==> src/rtl/pldc_pkg.sv <==
// ----------------------------------------------------------------------------
// Phase lock delay controller package
// Shared widths, limits, register indexes and helper functions.
// ----------------------------------------------------------------------------
package pldc_pkg;

	// Stream and configuration port widths.
	localparam int IN_DATA_W  = 72;
	localparam int OUT_DATA_W = 80;
	localparam int CFG_IDX_W  = 3;
	localparam int CFG_DATA_W = 32;

	// Default number of quiet windows needed to lock.
	localparam int unsigned QUIET_NEEDED_DEF = 3;

	// Delay line and frequency offset limits.
	localparam logic [4:0]        MAX_TAP    = 5'd16;
	localparam logic signed [3:0] OFFSET_MAX = 4'sd5;
	localparam logic signed [3:0] OFFSET_MIN = -4'sd5;

	// A window is quiet only while |slope| stays below 100 mV/s in Q15.8.
	localparam logic [22:0] SLOPE_LIMIT = 23'd25600;

	// Integrator clamp of 16 taps in Q5.16.
	localparam logic signed [23:0] INTEG_LIMIT = 24'sd1048576;

	// Half a tap in units of 1/327680 tap, the rounding threshold.
	localparam logic signed [31:0] HALF_CORR = 32'sd163840;

	// Reciprocal of ten for the integrator increment: floor(x * R >> 30).
	localparam int          RECIP_SHIFT = 30;
	localparam logic [26:0] RECIP_TEN   = 27'd107374183;

	// Reset values of the threshold registers.
	localparam logic [15:0] DEAD_BAND_RST = 16'd1280;
	localparam logic [15:0] RMS_QUIET_RST = 16'd2560;

	// Delay step codes.
	localparam logic signed [1:0] STEP_DOWN = -2'sd1;
	localparam logic signed [1:0] STEP_NONE = 2'sd0;
	localparam logic signed [1:0] STEP_UP   = 2'sd1;

	// Configuration register indexes.
	typedef enum logic [CFG_IDX_W-1:0] {
		REG_BASE_CH0_LO,
		REG_BASE_CH1_LO,
		REG_BASE_CH0_HI,
		REG_BASE_CH1_HI,
		REG_START_CH0,
		REG_START_CH1,
		REG_DEAD_BAND,
		REG_RMS_QUIET
	} cfg_reg_t;

	// Limit a start tap to the end of the delay line.
	function automatic logic [4:0] clamp_tap(input logic [4:0] d);
		return (d > MAX_TAP) ? MAX_TAP : d;
	endfunction

	// Add a signed offset to a base word, saturating to the 32-bit range.
	function automatic logic [31:0] sat_word(input logic [31:0] base,
		input logic signed [3:0] off);
		logic signed [33:0] sum;
		sum = $signed({2'b00, base}) + 34'(off);
		if (sum[33]) begin
			return 32'd0;
		end else if (sum[32]) begin
			return 32'hFFFF_FFFF;
		end
		return sum[31:0];
	endfunction

endpackage

==> src/rtl/phase_lock_delay_controller.sv <==
// ----------------------------------------------------------------------------
// Phase lock delay controller
// Two-channel lock loop on window metrics driving delay taps and DDS words.
// ----------------------------------------------------------------------------
// The block takes one window transfer per clock while the output is not
// stalled and returns one result per window, in order. Stage one computes the
// error against the channel target and the PI increment (one reciprocal
// multiply), stage two reads and updates the channel state (lock, quiet
// count, integrator, tap and offset), stage three holds the step result and
// the output register adds the offset to the base words. A window that locks
// a channel hands its mean straight to the next window of that channel, so
// any mix of channels streams at full rate. A configuration write
// re-initialises both channels and must only be issued while no window is in
// flight.
module phase_lock_delay_controller
	import pldc_pkg::*;
#(
	parameter int unsigned QUIET_NEEDED = QUIET_NEEDED_DEF
) (
	input  logic                  clk,
	input  logic                  arst_n,
	// Configuration write port.
	input  logic                  cfg_we,
	input  logic [CFG_IDX_W-1:0]  cfg_index,
	input  logic [CFG_DATA_W-1:0] cfg_data,
	// Window stream in.
	input  logic                  s_tvalid,
	output logic                  s_tready,
	// window_mean[22:0], window_rms[44:23], window_slope[67:45], zero pad
	input  logic [IN_DATA_W-1:0]  s_tdata,
	// channel[0]
	input  logic [0:0]            s_tuser,
	// Result stream out.
	output logic                  m_tvalid,
	input  logic                  m_tready,
	// locked[0], delay_tap[5:1], word_offset[9:6], step_taken[11:10],
	// freq_word_first[43:12], freq_word_second[75:44], zero pad
	output logic [OUT_DATA_W-1:0] m_tdata,
	// channel_out[0]
	output logic [0:0]            m_tuser
);

	localparam int QC_W = $clog2(QUIET_NEEDED + 1);
	localparam logic [QC_W-1:0] QUIET_GOAL = QC_W'(QUIET_NEEDED);

	// Configuration registers.
	logic [31:0] base_lo_q [2];
	logic [31:0] base_hi_q [2];
	logic [4:0]  start_q [2];
	logic [15:0] dead_band_q;
	logic [15:0] rms_thr_q;

	// Per-channel loop state.
	logic                    lock_q [2];
	logic [QC_W-1:0]         qc_q [2];
	logic signed [22:0]      target_q [2];
	logic signed [21:0]      integ_q [2];
	logic [4:0]              tap_q [2];
	logic signed [3:0]       off_q [2];

	// Pipeline valids and flow control.
	logic s1_valid_q, s2_valid_q, s3_valid_q, out_valid_q;
	logic out_free, s3_free, s2_free, s1_free;
	logic s2_adv, s1_adv, in_xfer;

	// Stage one registers.
	logic               ch_s1;
	logic signed [22:0] mean_s1;
	logic [21:0]        rms_s1;
	logic signed [22:0] slope_s1;

	// Stage two registers.
	logic               ch_s2;
	logic signed [22:0] mean_s2;
	logic               quiet_s2;
	logic signed [23:0] err_s2;
	logic signed [22:0] inc_s2;

	// Stage three registers.
	logic               ch_s3;
	logic               locked_s3;
	logic [4:0]         tap_s3;
	logic signed [3:0]  off_s3;
	logic signed [1:0]  step_s3;

	// Output registers.
	logic               ch_q;
	logic               locked_q;
	logic [4:0]         tap_out_q;
	logic signed [3:0]  off_out_q;
	logic signed [1:0]  step_q;
	logic [31:0]        word_lo_q;
	logic [31:0]        word_hi_q;

	// Stage one combinational signals.
	logic               fwd;
	logic signed [22:0] tgt;
	logic signed [23:0] err_raw;
	logic [23:0]        aerr;
	logic               in_band;
	logic [23:0]        mag;
	logic               big;
	logic [25:0]        x_num;
	logic [52:0]        prod;
	logic [22:0]        quot;
	logic [21:0]        inc_mag;
	logic signed [22:0] inc_val;
	logic signed [23:0] err_val;
	logic [22:0]        aslope;
	logic               quiet;

	// Stage two combinational signals.
	logic                lock_rd;
	logic [QC_W-1:0]     qc_rd;
	logic signed [21:0]  integ_rd;
	logic [4:0]          tap_rd;
	logic signed [3:0]   off_rd;
	logic [QC_W-1:0]     qc_inc;
	logic signed [23:0]  integ_sum;
	logic signed [21:0]  integ_cl;
	logic signed [31:0]  s_val;
	logic                lock_nx;
	logic [QC_W-1:0]     qc_nx;
	logic signed [21:0]  integ_nx;
	logic                tgt_capture;
	logic signed [1:0]   step;
	logic [4:0]          tap_nx;
	logic signed [3:0]   off_nx;

	// Start taps as they stand after a configuration write.
	logic [4:0] start0_nx, start1_nx;

	// Flow control: each stage moves when the next one is empty or moving.
	assign out_free = !out_valid_q || m_tready;
	assign s3_free  = !s3_valid_q || out_free;
	assign s2_free  = !s2_valid_q || s3_free;
	assign s1_free  = !s1_valid_q || s2_free;
	assign s2_adv   = s2_valid_q && s3_free;
	assign s1_adv   = s1_valid_q && s2_free;
	assign s_tready = s1_free;
	assign in_xfer  = s_tvalid && s1_free;

	always_ff @(posedge clk or negedge arst_n) begin
		if (!arst_n) begin
			s1_valid_q  <= 1'b0;
			s2_valid_q  <= 1'b0;
			s3_valid_q  <= 1'b0;
			out_valid_q <= 1'b0;
		end else begin
			if (s1_free) begin
				s1_valid_q <= s_tvalid;
			end
			if (s2_free) begin
				s2_valid_q <= s1_valid_q;
			end
			if (s3_free) begin
				s3_valid_q <= s2_valid_q;
			end
			if (out_free) begin
				out_valid_q <= s3_valid_q;
			end
		end
	end

	// Configuration register writes.
	always_ff @(posedge clk or negedge arst_n) begin
		if (!arst_n) begin
			base_lo_q[0] <= '0;
			base_lo_q[1] <= '0;
			base_hi_q[0] <= '0;
			base_hi_q[1] <= '0;
			start_q[0]   <= '0;
			start_q[1]   <= '0;
			dead_band_q  <= DEAD_BAND_RST;
			rms_thr_q    <= RMS_QUIET_RST;
		end else if (cfg_we) begin
			case (cfg_reg_t'(cfg_index))
				REG_BASE_CH0_LO: base_lo_q[0] <= cfg_data;
				REG_BASE_CH1_LO: base_lo_q[1] <= cfg_data;
				REG_BASE_CH0_HI: base_hi_q[0] <= cfg_data;
				REG_BASE_CH1_HI: base_hi_q[1] <= cfg_data;
				REG_START_CH0:   start_q[0]   <= cfg_data[4:0];
				REG_START_CH1:   start_q[1]   <= cfg_data[4:0];
				REG_DEAD_BAND:   dead_band_q  <= cfg_data[15:0];
				REG_RMS_QUIET:   rms_thr_q    <= cfg_data[15:0];
				default: ;
			endcase
		end
	end

	assign start0_nx = (cfg_reg_t'(cfg_index) == REG_START_CH0) ? cfg_data[4:0] : start_q[0];
	assign start1_nx = (cfg_reg_t'(cfg_index) == REG_START_CH1) ? cfg_data[4:0] : start_q[1];

	// Input register.
	always_ff @(posedge clk) begin
		if (in_xfer) begin
			ch_s1    <= s_tuser[0];
			mean_s1  <= $signed(s_tdata[22:0]);
			rms_s1   <= s_tdata[44:23];
			slope_s1 <= $signed(s_tdata[67:45]);
		end
	end

	// Stage one: error against the target, dead band, PI increment and quiet test.
	// A window in stage two that is about to lock this channel supplies the
	// target, since its capture lands in the same edge this window moves on.
	always_comb begin
		fwd     = s2_valid_q && (ch_s2 == ch_s1) && !lock_rd;
		tgt     = fwd ? mean_s2 : target_q[ch_s1];
		err_raw = 24'(mean_s1) - 24'(tgt);
		aerr    = err_raw[23] ? 24'(-err_raw) : err_raw;
		in_band = aerr < {8'd0, dead_band_q};
		mag     = in_band ? 24'd0 : aerr;
		err_val = in_band ? 24'sd0 : err_raw;
		// Past 2^18 the increment alone drives the integrator into its clamp.
		big     = |mag[23:18];
		x_num   = {1'b0, mag[17:0], 7'd0} + 26'd5;
		prod    = 53'(x_num) * 53'(RECIP_TEN);
		quot    = prod[RECIP_SHIFT +: 23];
		inc_mag = (big || (|quot[22:21])) ? 22'h20_0000 : quot[21:0];
		inc_val = err_raw[23] ? -$signed({1'b0, inc_mag}) : $signed({1'b0, inc_mag});
		aslope  = slope_s1[22] ? 23'(-slope_s1) : 23'(slope_s1);
		quiet   = (rms_s1 < {6'd0, rms_thr_q}) && (aslope < SLOPE_LIMIT);
	end

	always_ff @(posedge clk) begin
		if (s1_adv) begin
			ch_s2    <= ch_s1;
			mean_s2  <= mean_s1;
			quiet_s2 <= quiet;
			err_s2   <= err_val;
			inc_s2   <= inc_val;
		end
	end

	// Stage two: read the channel state.
	assign lock_rd  = lock_q[ch_s2];
	assign qc_rd    = qc_q[ch_s2];
	assign integ_rd = integ_q[ch_s2];
	assign tap_rd   = tap_q[ch_s2];
	assign off_rd   = off_q[ch_s2];

	// Stage two: lock search or PI update, then the tap step with carry.
	always_comb begin
		qc_inc    = (qc_rd < QUIET_GOAL) ? qc_rd + 1'b1 : qc_rd;
		integ_sum = 24'(integ_rd) + 24'(inc_s2);
		if (integ_sum > INTEG_LIMIT) begin
			integ_cl = 22'(INTEG_LIMIT);
		end else if (integ_sum < -INTEG_LIMIT) begin
			integ_cl = 22'(-INTEG_LIMIT);
		end else begin
			integ_cl = integ_sum[21:0];
		end
		s_val = (32'(integ_cl) <<< 2) + 32'(integ_cl) - (32'(err_s2) <<< 7);

		lock_nx     = lock_rd;
		qc_nx       = qc_rd;
		integ_nx    = integ_rd;
		tgt_capture = 1'b0;
		step        = STEP_NONE;
		if (!lock_rd) begin
			if (quiet_s2) begin
				qc_nx = qc_inc;
				if (qc_inc >= QUIET_GOAL) begin
					lock_nx     = 1'b1;
					tgt_capture = 1'b1;
					integ_nx    = '0;
				end
			end else begin
				qc_nx = '0;
				step  = STEP_UP;
			end
		end else begin
			integ_nx = integ_cl;
			if (s_val >= HALF_CORR) begin
				step = STEP_DOWN;
			end else if (s_val <= -HALF_CORR) begin
				step = STEP_UP;
			end
		end

		// Tap move; running off either end carries into the offset.
		tap_nx = tap_rd;
		off_nx = off_rd;
		case (step)
			STEP_UP: begin
				if (tap_rd == MAX_TAP) begin
					if (off_rd > OFFSET_MIN) begin
						off_nx = off_rd - 4'sd1;
						tap_nx = '0;
					end
				end else begin
					tap_nx = tap_rd + 5'd1;
				end
			end
			STEP_DOWN: begin
				if (tap_rd == '0) begin
					if (off_rd < OFFSET_MAX) begin
						off_nx = off_rd + 4'sd1;
						tap_nx = MAX_TAP;
					end
				end else begin
					tap_nx = tap_rd - 5'd1;
				end
			end
			default: ;
		endcase

		// Anti-windup: hold the integrator when pinned against a limit.
		if (lock_rd && (((off_nx == OFFSET_MAX) && (step == STEP_DOWN) && (tap_nx == '0)) ||
			((off_nx == OFFSET_MIN) && (step == STEP_UP) && (tap_nx == MAX_TAP)))) begin
			integ_nx = integ_rd;
		end
	end

	// Channel state update; a configuration write re-initialises both channels.
	always_ff @(posedge clk or negedge arst_n) begin
		if (!arst_n) begin
			for (int c = 0; c < 2; c++) begin
				lock_q[c]   <= 1'b0;
				qc_q[c]     <= '0;
				target_q[c] <= '0;
				integ_q[c]  <= '0;
				tap_q[c]    <= '0;
				off_q[c]    <= '0;
			end
		end else if (cfg_we) begin
			for (int c = 0; c < 2; c++) begin
				lock_q[c]   <= 1'b0;
				qc_q[c]     <= '0;
				target_q[c] <= '0;
				integ_q[c]  <= '0;
				off_q[c]    <= '0;
			end
			tap_q[0] <= clamp_tap(start0_nx);
			tap_q[1] <= clamp_tap(start1_nx);
		end else if (s2_adv) begin
			lock_q[ch_s2]  <= lock_nx;
			qc_q[ch_s2]    <= qc_nx;
			integ_q[ch_s2] <= integ_nx;
			tap_q[ch_s2]   <= tap_nx;
			off_q[ch_s2]   <= off_nx;
			if (tgt_capture) begin
				target_q[ch_s2] <= mean_s2;
			end
		end
	end

	// Stage three register.
	always_ff @(posedge clk) begin
		if (s2_adv) begin
			ch_s3     <= ch_s2;
			locked_s3 <= lock_nx;
			tap_s3    <= tap_nx;
			off_s3    <= off_nx;
			step_s3   <= step;
		end
	end

	// Output register with saturated generator words.
	always_ff @(posedge clk) begin
		if (s3_valid_q && out_free) begin
			ch_q      <= ch_s3;
			locked_q  <= locked_s3;
			tap_out_q <= tap_s3;
			off_out_q <= off_s3;
			step_q    <= step_s3;
			word_lo_q <= sat_word(base_lo_q[ch_s3], off_s3);
			word_hi_q <= sat_word(base_hi_q[ch_s3], off_s3);
		end
	end

	assign m_tvalid = out_valid_q;
	assign m_tuser  = ch_q;
	assign m_tdata  = {4'd0, word_hi_q, word_lo_q, step_q, off_out_q, tap_out_q, locked_q};

	// Taps never leave the delay line.
	a_tap_range: assert property (@(posedge clk) disable iff (!arst_n)
		(tap_q[0] <= MAX_TAP) && (tap_q[1] <= MAX_TAP))
		else $error("delay tap beyond end of line");

	// Offsets stay within their limits.
	a_off_range: assert property (@(posedge clk) disable iff (!arst_n)
		(off_q[0] >= OFFSET_MIN) && (off_q[0] <= OFFSET_MAX) &&
		(off_q[1] >= OFFSET_MIN) && (off_q[1] <= OFFSET_MAX))
		else $error("frequency offset beyond limit");

	// The integrator never escapes its clamp.
	a_integ_range: assert property (@(posedge clk) disable iff (!arst_n)
		(24'(integ_q[0]) <= INTEG_LIMIT) && (24'(integ_q[0]) >= -INTEG_LIMIT) &&
		(24'(integ_q[1]) <= INTEG_LIMIT) && (24'(integ_q[1]) >= -INTEG_LIMIT))
		else $error("integrator beyond clamp");

	// An unlocked channel only ever steps its tap upward.
	a_unlocked_step: assert property (@(posedge clk) disable iff (!arst_n)
		(out_valid_q && !locked_q) |-> (step_q != STEP_DOWN))
		else $error("downward step reported while unlocked");

	// A window that stays in stage three while the output stalls keeps its result in place.
	a_stall_hold: assert property (@(posedge clk) disable iff (!arst_n)
		(s3_valid_q && out_valid_q && !m_tready) |=> (s3_valid_q && $stable(step_s3)))
		else $error("stage three changed while the output stalled");

endmodule
==> config.mk <==
export PLATFORM = sky130hd
export DESIGN_NAME = phase_lock_delay_controller
export DESIGN_NICKNAME = d
export VERILOG_FILES = /design/src/rtl/pldc_pkg.sv /design/src/rtl/phase_lock_delay_controller.sv
export SDC_FILE = /design/constraint.sdc
export NUM_CORES = 1
export LEC_CHECK = 0
export ABC_AREA = 1
export BUFFER_PORTS_ARGS = -buffer_cell sky130_fd_sc_hd__buf_2
export CORE_AREA = 2 2 262 264
export CTS_CLUSTER_SIZE = 25
export DETAILED_ROUTE_END_ITERATION = 6
export DIE_AREA = 0 0 264 266
export PLACE_DENSITY = 0.85
export SYNTH_ARGS = -nofsm -noshare
export SYNTH_HDL_FRONTEND = slang
export SYNTH_SLANG_ARGS = --single-unit
==> constraint.sdc <==
create_clock -name clk -period 22.8 [get_ports clk]
set_input_delay 1.14 -clock clk [delete_from_list [all_inputs] [get_ports clk]]
set_output_delay 1.14 -clock clk [all_outputs]
set_load 0.02 [all_outputs]
==> flow_metrics.env <==
export IMPL_fin_setup_tns_ns=0
export IMPL_worstPathMaxFanout=46
export IMPL_met1_length_mm=43.9
export IMPL_fmax_mhz=59.2
export IMPL_fp_row_count=96
export IMPL_drive_above_1_share=0.0870
export IMPL_drc_errors=0
export IMPL_grt_pass1_wl_mm=173
export IMPL_hold_path_cell_count=0
export IMPL_critPathBufInv=16
export IMPL_syn_inst=5008
export IMPL_wl_met2_mm=50.7
export IMPL_nNetsFinal=5811
export IMPL_clk_latency_ns=0.64
export IMPL_final_cell_mix="1200 x nand2_1, 873 x inv_1, 397 x o21ai_0"
export IMPL_grtUsageTotal=0.305
export IMPL_cts_setup_buffers=0
export IMPL_critPathTopFamily="adder cells"
export IMPL_period_share=0.741
export IMPL_die_area_mm2=0.0702
export IMPL_cpMostUsedCell="inv_1"
export IMPL_die_height_um=266
export IMPL_top_layer="met5"
export IMPL_cts_buffers_inserted=55
export IMPL_ctsResizeCount=0
export IMPL_finalNonFillerCells=6100
export IMPL_postSynthAreaPerCell_um2=8.03
export IMPL_rr_endpoint="inc_s2[18]$_DFFE_PP_"
export IMPL_synth_ff_type="dfrtp_1"
export IMPL_ys_ff_latch=519
export IMPL_die_x_um=264
export IMPL_hold_path_class="reg2reg"
export IMPL_cts_clk_slew_worst_paths_ns=0.06
export IMPL_reg2reg_slack_ns=5.90
export IMPL_fin_skew_ns=0.0577
export IMPL_grt_overflow=0
export IMPL_antenna_left=0
export IMPL_grt_antenna_before_repair=4
export IMPL_cts_hold_buf=0
export IMPL_ff2ff_path_depth=70
export IMPL_endpoint="inc_s2[18]$_DFFE_PP_"
export IMPL_cts_sinks=519
export IMPL_fin_util=0.649
export IMPL_status="finished clean"
export IMPL_core_mm2=0.0677
export IMPL_ios=196
export IMPL_worst_slew_pin_slew_ns=1.21
export IMPL_ys_warn_count=0
export IMPL_layout_area_overhead_vs_synth_pct=9.35
export IMPL_wl_mm=107
export IMPL_seq_area_frac_synth=0.352
export IMPL_drv_slew=0
export IMPL_grt_pass1_vias=33900
export IMPL_io_buffer_count=187
export IMPL_setup_violations_final=0
export IMPL_fillers=5576
export IMPL_required_ns=23.14
export IMPL_viasPerCell=5.66
export IMPL_worstSetupPathDepth=70
export IMPL_r2r_start="ch_s2$_DFFE_PP_"
export IMPL_placed_cell_area_mm2=0.0420
export IMPL_cpMaxStageDelayCell="inv_1"
export IMPL_syn_area_mm2=0.0402
export IMPL_htree_levels=2
export IMPL_design_area_mm2=0.0440
export IMPL_drt_iter0_drc=3583
export IMPL_slew_headroom=0.192
export IMPL_dp_cells=5994
export IMPL_wl_met3_mm=7.52
export IMPL_via_count=34600
export IMPL_start_util=0.593
export IMPL_synth_edff_count=231
export IMPL_crit_path_end_kind="flip-flop"
export IMPL_cts_tree="done"
export IMPL_arrival_ns=17.25
export IMPL_synth_cell_type_count=65
export IMPL_place_gp_congestion=1.00
export IMPL_min_period_ns=16.90
export IMPL_regArea_mm2=0.0141
export IMPL_critical_path_max_stage_delay_ns=0.87
export IMPL_rsz0062_at_grt="false"
export IMPL_cap_viol_max_count=0
export IMPL_clockRootBuffer="clkbuf_16"
export IMPL_hold_viol=0
export IMPL_grt_max_degree=91
export IMPL_wl_per_cell_um=17.5
export IMPL_final_common_cell="nand2_1"
export IMPL_setup_worst_path_class="reg2reg"
export IMPL_cp_start_kind="flip-flop"
export IMPL_clock_path_buffers=3
export IMPL_drtPass1Iterations=6
export IMPL_synthArstFlopShare=0.555
export IMPL_hpwl_mm=81.3
export IMPL_timing_critical_path_from="ch_s2$_DFFE_PP_"
export IMPL_multi_input_area_mm2=0.0224
sequential cells by signal, indices dropped and copies added (netlist names), 4 cells and up:
signal and cells:
base_hi_q 64, base_lo_q 64, dead_band_q 16, err_s2 24, inc_s2 23, integ_q 44
mean_s1 23, mean_s2 23, off_out_q 4, off_q 8, off_s3 4, qc_q 4
rms_s1 22, rms_thr_q 16, slope_s1 23, start_q 10, tap_out_q 5, tap_q 10
tap_s3 5, target_q 46, word_hi_q 32, word_lo_q 32
cells in the mapped netlist (all sizes together), types with 2 or more instances:
cell type | number | area [um^2]
o21a | 22 | 165
nand4 | 51 | 319
nand3 | 194 | 1010
mux2 | 62 | 698
o22ai | 58 | 363
inv | 875 | 3280
o21bai | 7 | 52.6
o31ai | 9 | 72.6
o221ai | 2 | 17.5
o211ai | 39 | 293
nor2 | 350 | 1360
and3 | 2 | 12.5
a31oi | 25 | 156
nand2 | 1222 | 4640
o21ai | 414 | 2080
nand3b | 14 | 105
nor3b | 2 | 20.0
nor3 | 43 | 225
a21boi | 4 | 41.3
dfrtp | 284 | 7110
ha | 387 | 4840
a221oi | 3 | 26.3
xor2 | 108 | 972
a2111oi | 2 | 17.5
a21oi | 248 | 1250
a211oi | 9 | 67.6
a21o | 5 | 37.5
edfxtp | 231 | 6940
buf | 18 | 109
nor4 | 15 | 93.8
fa | 142 | 2840
clkbuf | 93 | 349
dfstp | 4 | 105
xnor2 | 40 | 358
or2 | 14 | 87.6
worst register-to-register path, delay by kind of cell, from the launching register on:
kind            cells  cell delay, ns
compound gates     17            3.14
xor+xnor            1            0.49
fa+ha+maj          11            4.91
buf+inv            16            3.66
flops               1            0.53
simple gates       25            3.94
worst min path at each step:
stage / from / end / slack (ns)
6_report: tap_s3[2]$_DFFE_PP_ / tap_out_q[2]$_DFFE_PP_ / 0.42
5_1_grt: tap_s3[2]$_DFFE_PP_ / tap_out_q[2]$_DFFE_PP_ / 0.43
4_1_cts: tap_s3[2]$_DFFE_PP_ / tap_out_q[2]$_DFFE_PP_ / 0.42
3_5_place_dp: tap_s3[2]$_DFFE_PP_ / tap_out_q[2]$_DFFE_PP_ / 0.41
3_3_place_gp: tap_s3[2]$_DFFE_PP_ / tap_out_q[2]$_DFFE_PP_ / 0.40
2_1_floorplan: locked_s3$_DFFE_PP_ / locked_q$_DFFE_PP_ / 0.40
routing by layer:
layer / up-vias / track usage
met4: 2 / 0.123
met5: - / 0
met3: 260 / 0.0405
li1: 16600 / -
met1: 16300 / 0.399
met2: 1335 / 0.516
logic make-up (layout without fill, tap and decap cells):
group           Yosys count  after routing  share of synthesized area
other cells               1              6                  0.0000933
flops                   519            519                      0.352
simple gates           1909           1909                      0.196
mux                      62             62                     0.0174
xor+xnor                148            148                     0.0331
fa+ha+maj               529            529                      0.191
compound gates          853            853                      0.117
buf+inv                 987           1192                     0.0932
final cells by class:
| type | instances | share of cell area |
|---|---|---|
| multi-input cells | 3505 | 0.509 |
| flip-flops and latches | 519 | 0.322 |
| inverters | 876 | 0.0748 |
| clock buffers | 73 | 0.0359 |
| repair buffers | 212 | 0.0258 |
| well taps | 882 | 0.0251 |
| clock inverters | 31 | 0.00757 |
| diodes | 2 | 0.000114 |
metrics by stage:
| stage | hold WS, ns | worst slack (ns) |
|---|---|---|
| global route | 0.428 | 4.83 |
| detailed placement | 0.405 | 6.20 |
| CTS | 0.419 | 6.17 |
| finish | 0.419 | 5.90 |
| global placement | 0.403 | 6.41 |
| floorplan | 0.400 | 10.36 |
Power is left out: the tool's default activity adds up to more than one toggle a clock period on the data nets, which glitch-free logic cannot reach.
